<file path="config.mk">
export PLATFORM = sky130hd
export DESIGN_NAME = deferred_release_fifo
export DESIGN_NICKNAME = d
export VERILOG_FILES = /design/src/hw/rtl/dfr_pkg.sv /design/src/hw/rtl/deferred_release_fifo.sv
export SDC_FILE = /design/constraint.sdc
export NUM_CORES = 2
export LEC_CHECK = 0
export BUFFER_PORTS_ARGS = -buffer_cell sky130_fd_sc_hd__buf_2
export CAP_MARGIN = 20
export CORE_UTILIZATION = 41
export CTS_CLUSTER_DIAMETER = 200
export DETAILED_ROUTE_END_ITERATION = 10
export GPL_ROUTABILITY_DRIVEN = 1
export PLACE_DENSITY = 0.64
export SYNTH_ARGS = -nofsm -noshare
export SYNTH_HDL_FRONTEND = slang
export SYNTH_SLANG_ARGS = --single-unit
</file>
<file path="constraint.sdc">
create_clock -name clk -period 12.1 [get_ports clk]
set_clock_uncertainty 0.15 [all_clocks]
set_input_delay 2.42 -clock clk [delete_from_list [all_inputs] [get_ports clk]]
set_output_delay 2.42 -clock clk [all_outputs]
set_load 0.005 [all_outputs]
</file>
<file path="src/hw/rtl/dfr_pkg.sv">
// ----------------------------------------------------------------------------
// dfr_pkg: shared definitions for the deferred release fifo
// operation codes, register indexes, reset values and sequencer states
// ----------------------------------------------------------------------------
package dfr_pkg;

  typedef enum logic [1:0] {
    FUNC_ADD    = 2'd0,
    FUNC_REDUCE = 2'd1,
    FUNC_CLEAR  = 2'd2,
    FUNC_FLUSH  = 2'd3
  } func_t;

  typedef enum logic [1:0] {
    REG_COUNT_LIMIT = 2'd0,
    REG_BYTE_LIMIT  = 2'd1,
    REG_BYPASS      = 2'd2,
    REG_POSTPONED   = 2'd3
  } cfg_reg_t;

  localparam int unsigned HANDLE_W = 64;
  localparam int unsigned ID_W     = 8;
  localparam int unsigned SIZE_W   = 32;
  localparam int unsigned CLIM_W   = 20;
  localparam int unsigned QCNT_W   = 6;
  localparam int unsigned CFG_W    = 32;

  localparam logic [CLIM_W-1:0] COUNT_LIMIT_RST = CLIM_W'(256 * 1024);
  localparam logic [SIZE_W-1:0] BYTE_LIMIT_RST  = SIZE_W'(32 * 1024 * 1024);

  typedef struct packed {
    logic [HANDLE_W-1:0] handle;
    logic [ID_W-1:0]     free_id;
    logic [SIZE_W-1:0]   size;
  } entry_t;

  typedef enum logic [5:0] {
    ST_IDLE  = 6'b000001,
    ST_EXEC  = 6'b000010,
    ST_CHECK = 6'b000100,
    ST_READ  = 6'b001000,
    ST_POP   = 6'b010000,
    ST_DONE  = 6'b100000
  } state_t;

endpackage

</file>
<file path="src/hw/rtl/deferred_release_fifo.sv">
// ----------------------------------------------------------------------------
// deferred_release_fifo: quarantine fifo for buffers with deferred release
// queues (handle, method id, size) entries and releases the oldest under
// count and byte limits, on reduce, clear or flush requests
// ----------------------------------------------------------------------------
//  channel  direction  handshake             payload
//  in       input      in_valid / in_stall   func, handle, free_id, byte_size,
//                                            reduce_count
//  out      output     out_valid / out_stall kind, handle, free_id, size,
//                                            status, pending, queued_count, last
//  cfg      input      cfg_we                cfg_index, cfg_data
//
//  in_stall is high from the accept of a transaction until the sequencer is
//  back in idle: execute, limit check and done, or execute and done when an
//  add is ignored, dropped or released at once, plus a limit check, store
//  read and release per released queue entry; the next one is taken in idle.
//  each cycle of out_stall on a pending result holds the emitting state.
//  rst_n is synchronous; the entry store itself is not cleared.
// ----------------------------------------------------------------------------
module deferred_release_fifo #(
  parameter int unsigned DEPTH = 32
) (
  input  logic                           clk,
  input  logic                           rst_n,
  input  logic                           in_valid,
  output logic                           in_stall,
  input  logic [1:0]                     in_func,
  input  logic [dfr_pkg::HANDLE_W-1:0]   in_handle,
  input  logic [dfr_pkg::ID_W-1:0]       in_free_id,
  input  logic [dfr_pkg::SIZE_W-1:0]     in_byte_size,
  input  logic [7:0]                     in_reduce_count,
  output logic                           out_valid,
  input  logic                           out_stall,
  output logic                           out_kind,
  output logic [dfr_pkg::HANDLE_W-1:0]   out_handle,
  output logic [dfr_pkg::ID_W-1:0]       out_free_id,
  output logic [dfr_pkg::SIZE_W-1:0]     out_size,
  output logic                           out_status,
  output logic                           out_pending,
  output logic [dfr_pkg::QCNT_W-1:0]     out_queued_count,
  output logic                           out_last,
  input  logic                           cfg_we,
  input  logic [1:0]                     cfg_index,
  input  logic [dfr_pkg::CFG_W-1:0]      cfg_data
);
  import dfr_pkg::*;

  localparam int unsigned IW = $clog2(DEPTH);
  localparam int unsigned CW = $clog2(DEPTH + 1);
  localparam int unsigned TW = SIZE_W + CW;

  entry_t mem [DEPTH];
  entry_t rd_data_r;

  state_t              state_r, state_nxt;
  func_t               op_func_r;
  entry_t              op_entry_r;
  logic [7:0]          rc_r, rc_nxt;
  logic                status_r, status_nxt;
  logic [IW-1:0]       head_r, head_nxt, tail_r, tail_nxt;
  logic [CW-1:0]       count_r, count_nxt;
  logic [TW-1:0]       total_r, total_nxt;

  logic [CLIM_W-1:0]   count_limit_r;
  logic [SIZE_W-1:0]   byte_limit_r;
  logic                bypass_r, postponed_r;

  logic                out_valid_r, out_valid_nxt;
  logic                out_kind_r, out_kind_nxt;
  entry_t              out_entry_r, out_entry_nxt;
  logic                out_status_r, out_status_nxt;
  logic                out_pending_r, out_pending_nxt;
  logic [QCNT_W-1:0]   out_count_r, out_count_nxt;

  logic                accept, out_free, mem_we, full, over_limit, pop_want;
  logic                add_sub;
  logic [SIZE_W-1:0]   add_opnd;
  logic [TW-1:0]       total_sum;

  assign accept   = in_valid && !in_stall;
  assign in_stall = (state_r != ST_IDLE);
  assign out_free = !out_valid_r || !out_stall;
  assign full     = (count_r == CW'(DEPTH));

  // shared byte-total adder: adds on queue, subtracts on release
  assign add_sub   = (state_r == ST_POP);
  assign add_opnd  = add_sub ? rd_data_r.size : op_entry_r.size;
  assign total_sum = total_r + (add_sub ? ~TW'(add_opnd) : TW'(add_opnd)) + TW'(add_sub);

  // shared limit compare
  assign over_limit = (CLIM_W'(count_r) > count_limit_r) || (total_r > TW'(byte_limit_r));

  always_comb begin
    unique case (op_func_r)
      FUNC_REDUCE: pop_want = (count_r != '0) && (rc_r != '0);
      FUNC_CLEAR:  pop_want = (count_r != '0);
      FUNC_ADD,
      FUNC_FLUSH:  pop_want = !postponed_r && (count_r != '0) && over_limit;
      default:     pop_want = 1'b0;
    endcase
  end

  always_comb begin
    state_nxt       = state_r;
    rc_nxt          = rc_r;
    status_nxt      = status_r;
    head_nxt        = head_r;
    tail_nxt        = tail_r;
    count_nxt       = count_r;
    total_nxt       = total_r;
    mem_we          = 1'b0;
    out_valid_nxt   = out_valid_r && out_stall;
    out_kind_nxt    = out_kind_r;
    out_entry_nxt   = out_entry_r;
    out_status_nxt  = out_status_r;
    out_pending_nxt = out_pending_r;
    out_count_nxt   = out_count_r;

    unique case (state_r)
      ST_IDLE: begin
        if (accept) begin
          rc_nxt     = in_reduce_count;
          status_nxt = 1'b0;
          state_nxt  = ST_EXEC;
        end
      end
      ST_EXEC: begin
        if (op_func_r != FUNC_ADD) begin
          state_nxt = ST_CHECK;
        end else if (op_entry_r.handle == '0) begin
          state_nxt = ST_DONE;
        end else if ((!postponed_r && (count_limit_r == '0 || byte_limit_r == '0))
                     || bypass_r || (full && !postponed_r)) begin
          // release straight through without queuing
          if (out_free) begin
            out_valid_nxt   = 1'b1;
            out_kind_nxt    = 1'b0;
            out_entry_nxt   = op_entry_r;
            out_status_nxt  = 1'b0;
            out_pending_nxt = 1'b0;
            out_count_nxt   = '0;
            state_nxt       = ST_DONE;
          end
        end else if (full) begin
          status_nxt = 1'b1;
          state_nxt  = ST_DONE;
        end else begin
          mem_we    = 1'b1;
          tail_nxt  = (tail_r == IW'(DEPTH - 1)) ? '0 : tail_r + 1'b1;
          count_nxt = count_r + 1'b1;
          total_nxt = total_sum;
          state_nxt = ST_CHECK;
        end
      end
      ST_CHECK: begin
        state_nxt = pop_want ? ST_READ : ST_DONE;
      end
      ST_READ: begin
        state_nxt = ST_POP;
      end
      ST_POP: begin
        if (out_free) begin
          out_valid_nxt   = 1'b1;
          out_kind_nxt    = 1'b0;
          out_entry_nxt   = rd_data_r;
          out_status_nxt  = 1'b0;
          out_pending_nxt = 1'b0;
          out_count_nxt   = '0;
          head_nxt        = (head_r == IW'(DEPTH - 1)) ? '0 : head_r + 1'b1;
          count_nxt       = count_r - 1'b1;
          total_nxt       = total_sum;
          if (op_func_r == FUNC_REDUCE) begin
            rc_nxt = rc_r - 1'b1;
          end
          state_nxt = ST_CHECK;
        end
      end
      ST_DONE: begin
        if (out_free) begin
          out_valid_nxt   = 1'b1;
          out_kind_nxt    = 1'b1;
          out_entry_nxt   = '0;
          out_status_nxt  = status_r;
          out_pending_nxt = (count_r != '0);
          out_count_nxt   = QCNT_W'(count_r);
          state_nxt       = ST_IDLE;
        end
      end
      default: state_nxt = ST_IDLE;
    endcase
  end

  always_ff @(posedge clk) begin
    if (mem_we) begin
      mem[tail_r] <= op_entry_r;
    end
    if (state_r == ST_READ) begin
      rd_data_r <= mem[head_r];
    end
  end

  always_ff @(posedge clk) begin
    if (accept) begin
      op_func_r         <= func_t'(in_func);
      op_entry_r.handle <= in_handle;
      op_entry_r.free_id <= in_free_id;
      op_entry_r.size   <= in_byte_size;
    end
    out_kind_r    <= out_kind_nxt;
    out_entry_r   <= out_entry_nxt;
    out_status_r  <= out_status_nxt;
    out_pending_r <= out_pending_nxt;
    out_count_r   <= out_count_nxt;
    rc_r          <= rc_nxt;
    status_r      <= status_nxt;
  end

  always_ff @(posedge clk) begin
    if (!rst_n) begin
      state_r       <= ST_IDLE;
      head_r        <= '0;
      tail_r        <= '0;
      count_r       <= '0;
      total_r       <= '0;
      out_valid_r   <= 1'b0;
      count_limit_r <= COUNT_LIMIT_RST;
      byte_limit_r  <= BYTE_LIMIT_RST;
      bypass_r      <= 1'b0;
      postponed_r   <= 1'b0;
    end else begin
      state_r     <= state_nxt;
      head_r      <= head_nxt;
      tail_r      <= tail_nxt;
      count_r     <= count_nxt;
      total_r     <= total_nxt;
      out_valid_r <= out_valid_nxt;
      if (cfg_we) begin
        unique case (cfg_reg_t'(cfg_index))
          REG_COUNT_LIMIT: count_limit_r <= cfg_data[CLIM_W-1:0];
          REG_BYTE_LIMIT:  byte_limit_r  <= cfg_data[SIZE_W-1:0];
          REG_BYPASS:      bypass_r      <= cfg_data[0];
          REG_POSTPONED:   postponed_r   <= cfg_data[0];
          default:         ;
        endcase
      end
    end
  end

  assign out_valid        = out_valid_r;
  assign out_kind         = out_kind_r;
  assign out_handle       = out_entry_r.handle;
  assign out_free_id      = out_entry_r.free_id;
  assign out_size         = out_entry_r.size;
  assign out_status       = out_status_r;
  assign out_pending      = out_pending_r;
  assign out_queued_count = out_count_r;
  assign out_last         = out_kind_r;

endmodule
</file>
==> run summary <==
The number of global-route vias before repair was 70290. After synthesis the netlist holds a flip-flop and latch count of 3775. The post-synth net total is 6612, and the number of nets with antenna violations after detailed routing is 0. The share of synthesized registers carrying an async set or reset was 0%. The share of layout cells above drive strength 1 is 31.09%, and the estimated wirelength of the detail-placed design is 195.8 mm. The logs give 0 for the count of final max-slew check failures and 29.44% for the global-route track usage on met1. The largest fanout on the critical path works out to 42. The buffering stage count on the worst path with inverters included is 7, and the clock-pin slew on the worst setup and hold paths is 0.06 ns.

For the routed via count, the log shows 69760. Setup repair after global routing left no endpoint under its margin. Before CTS, the worst setup slack after placement is 5.535 ns. The H-tree was split into 5 levels. The clock drives 3775 sinks. The final-report hold violation count came out at 0. TritonCTS built the clock tree. Most used standard cell by instance count after synthesis: sky130_fd_sc_hd__edfxtp_1. The average detailed-routed wire length per instance works out to 30.72 µm. For the pin with the worst max-slew slack, the measured transition is 1.147 ns. The hold buffer count at CTS was 0. The critical path starts at op_entry_r[79].

Data on the critical path is required at its endpoint by 12.50 ns. The end of the worst register-to-register path was mem[28][51]. Max-cap violations in this run came to 0. The tools report the category of the worst setup path capture point as a flip-flop. The tools report the initial antenna violation count as 20. In the routed layout, each cell is associated on average with a via count of 5.831.

On the worst path, the slowest cell contributes a delay of 1.03 ns. Derived from the worst setup path, the maximum achievable clock frequency is 151.6 MHz. Sorting the synthesized cells by area gives the leading types as sky130_fd_sc_hd__edfxtp_1, sky130_fd_sc_hd__mux4_2, sky130_fd_sc_hd__dfxtp_1. By instance count, the cell type seen most on the critical path is sky130_fd_sc_hd__buf_4. Grouping stages by cell kind, the critical path spends the most delay in buffers and inverters. Data arrives at the worst endpoint at 7.00 ns. For met3 alone, demand over resource in global routing was 2.879%.

The power density normalized to cell area came out at 159.8 nW/µm². The slowest stage cell on the critical path is sky130_fd_sc_hd__edfxtp_1. The growth of design area from synthesis to finish was 14.39%; the register-to-register path setup slack was 5.51 ns. The unique cell type count in the Yosys netlist is 81, and the chip height is 597.4 µm. The core region is 352700 µm². The final critical-path share of the clock period was 54.50%; the detailed-router iteration count before antenna repair was 5. The critical path goes through nor4_1 -> buf_4 -> nand4_1 -> nor4_2 -> buf_6 -> buf_4 -> nor2_1 -> nand2_1 -> buf_4 -> inv_1 -> nand2_1 -> nor2_4 -> buf_4 -> buf_4. Setup violations remaining at the end of the flow were counted as 0. In this run the mean area of a mapped cell was 22.83 µm². The overall overflow remaining after global route is 0, and the maximum number of pins on one net before global-route repair is 152. Total of warnings raised by yosys: 0. The cell depth of the worst flop-to-flop path is 14, and the final worst slack is 5.506 ns. Origin of the critical flop-to-flop path: op_entry_r[79]. The hold slack was 0.3169 ns. In this run the number of cells on the critical path is 14. Of the post-synthesis cell area, the dominant cell type holds 75.63%. The worst setup path is launched from a flip-flop. In the synthesized netlist, the number of instances is 6366. The floorplan die area is 356800 µm². The global-route total usage across every layer was 20.36%. Clock tree synthesis inserted a total of 372 buffers.

For this configuration, the core starts out at a cell density of 41.21%. The number of cells upsized or downsized after cts was 0. The most used flip-flop cell after synthesis is sky130_fd_sc_hd__edfxtp_1. Row generation in the floorplan step produced 218 rows. The count of buffers added on input and output ports is 268. Yosys mapped a number of flops with a built-in enable equal to 3660. The run finished with clean final reports.

The share of the Yosys chip area taken by registers is 77.21%. The most critical setup path has its endpoint at mem[28][51]. Worst min-delay path category: flip-flop to flip-flop.

In the final design database the tool counted 7161 nets. Counting along the longest clock path gives a buffer depth of 4. The commonest cells after synthesis are sky130_fd_sc_hd__edfxtp_1, sky130_fd_sc_hd__mux4_2, sky130_fd_sc_hd__nand2_1, sky130_fd_sc_hd__clkbuf_1, sky130_fd_sc_hd__dfxtp_1. In this run the most used layer during global routing was met2.

The detailed router finished its first iteration with 8470 violations. The filler cells instantiated in the layout total 28390. The mapped netlist covers 145300 µm². The die is 597.4 µm wide. The sum of negative setup slack is 0 ns. The logs give 32.93% for the met2 track utilization from global routing and 0.7956 for the weighted congestion at the end of routability-driven global placement. During I/O placement, the number of pins put on the boundary was 269. The design draws 26.57 mW. Root buffer selected by CTS: sky130_fd_sc_hd__clkbuf_16. The first global-routing pass estimated 521.8 mm of wire.

The insertion delay to the later sink of the worst-skew pair came out at 0.95 ns. The peak ir drop on the vdd network is 0.0001412 V, and the clock period minus final worst setup slack is 6.594 ns. Wires add up to 367.6 mm. The post-synthesis cell type with the largest combined area is sky130_fd_sc_hd__edfxtp_1. After detailed routing, the number of remaining DRC violations is 0.

In this run the static leakage power is 51.19 nW. Post-CTS timing repair inserted 0 buffers for setup. Measured against its own limit, the worst slew margin works out to 23.51%. By startpoint and endpoint, the worst setup path is classified as flip-flop to flip-flop.
==> per-layer routing <==
layer	vias to the layer above	routed length (µm)
li1	28180	-
met1	38020	154400
met2	3089	178300
met3	470	27170
met4	0	7735
met5	-	0
==> logic make-up after synthesis <==
group,count (synthesis),share of synthesized area [%]
AOI/OAI and AO/OA,418,2.079
xor gates and xnor gates,36,0.2170
adders and majority gates,93,0.8110
buffers and inverters,380,1.015
DFF,3775,77.21
muxes,1151,16.97
and+or+nand+nor,513,1.692
==> cell type report <==
type	count	area (µm²)	share of cell area (%)
inverter	56	225.2	0.1355
clock inverter	234	2452	1.475
clock buffer	450	9803	5.897
sequential	3775	112200	67.51
timing repair buffer	499	3664	2.204
tap	4730	5918	3.560
multi-input combinational	2211	31920	19.20
antenna	10	25.02	0.01505
==> worst min-delay path by stage <==
stage / from / endpoint / cells after the start
finish: count_limit_r[9] / count_limit_r[9] / 2
global route: byte_limit_r[17] / byte_limit_r[17] / 2
CTS: count_limit_r[9] / count_limit_r[9] / 2
detailed placement: count_limit_r[9] / count_limit_r[9] / 2
global placement: count_limit_r[10] / count_limit_r[10] / 2
floorplan: count_limit_r[18] / count_limit_r[18] / 2
==> worst register-to-register path: stages (launching register included) <==
cell                       delay [ns]
sky130_fd_sc_hd__edfxtp_1        1.03
sky130_fd_sc_hd__nor4_1          0.33
sky130_fd_sc_hd__buf_4           0.25
sky130_fd_sc_hd__nand4_1         0.21
sky130_fd_sc_hd__nor4_2          0.13
sky130_fd_sc_hd__buf_6           0.17
sky130_fd_sc_hd__buf_4           0.15
sky130_fd_sc_hd__nor2_1          0.21
sky130_fd_sc_hd__nand2_1         0.09
sky130_fd_sc_hd__buf_4           0.21
sky130_fd_sc_hd__inv_1           0.15
sky130_fd_sc_hd__nand2_1         0.47
sky130_fd_sc_hd__nor2_4          0.90
sky130_fd_sc_hd__buf_4           0.85
sky130_fd_sc_hd__buf_4           0.86
==> cell usage in the layout, fill, tap and decap left out, drive strengths merged, types with 7 or more instances in the layout <==
| cell | Yosys | final |
|---|---|---|
| nand3 | 39 | 39 |
| buf | 104 | 498 |
| nand3b | 7 | 7 |
| dfxtp | 115 | 115 |
| o31ai | 10 | 10 |
| nor3 | 15 | 15 |
| xnor2 | 24 | 24 |
| clkinv | 0 | 163 |
| mux4 | 1040 | 1040 |
| a22o | 103 | 103 |
| inv | 56 | 75 |
| edfxtp | 3660 | 3660 |
| nor4 | 35 | 35 |
| o21a | 7 | 7 |
| o211ai | 7 | 7 |
| diode | 0 | 10 |
| mux2 | 106 | 106 |
| and2 | 20 | 20 |
| clkinvlp | 0 | 8 |
| nand2 | 221 | 221 |
| nand4 | 20 | 20 |
| o21ai | 74 | 74 |
| ha | 91 | 91 |
| a21o | 34 | 34 |
| a21boi | 76 | 76 |
| nand2b | 8 | 8 |
| bufinv | 0 | 44 |
| clkbuf | 220 | 451 |
| nor2 | 88 | 88 |
| xor2 | 12 | 12 |
| or3 | 7 | 7 |
| a21oi | 60 | 60 |
| nor3b | 7 | 7 |
| nor2b | 12 | 12 |
| a31oi | 7 | 7 |
==> flip-flops by register name, summed over array words and instances, names as in the netlist <==
signal / count
out_valid: 1
state_r: 6
bypass_r: 1
byte_limit_r: 32
out_pending: 1
postponed_r: 1
rc_r: 8
op_func_r: 2
count_r: 6
status_r: 1
out_queued_count: 6
out_kind: 1
count_limit_r: 20
total_r: 38
mem: 3328
rd_data_r: 104
out_free_id: 8
out_handle: 64
head_r: 5
out_status: 1
out_size: 32
op_entry_r: 104
tail_r: 5
==> power breakdown <==
group | switching (mW) | total (mW) | internal [mW]
sequential | 0.0663 | 14.5 | 14.4
clock | 4.94 | 11.7 | 6.73
combinational | 0.313 | 0.423 | 0.110
total | 5.32 | 26.6 | 21.2
==> per-stage QoR <==
stage / instance area [µm²] / std cells / util (%)
after detailed placement: 153600 / 11260 / 43.54
final: 166200 / 11970 / 47.14
after floorplan: 145300 / 6366 / -
after CTS: 165800 / 11940 / 47.01
after global routing: 166200 / 11960 / 47.13
after global placement: 153400 / 11250 / 43.49
(Power assumes the default switching activity.)
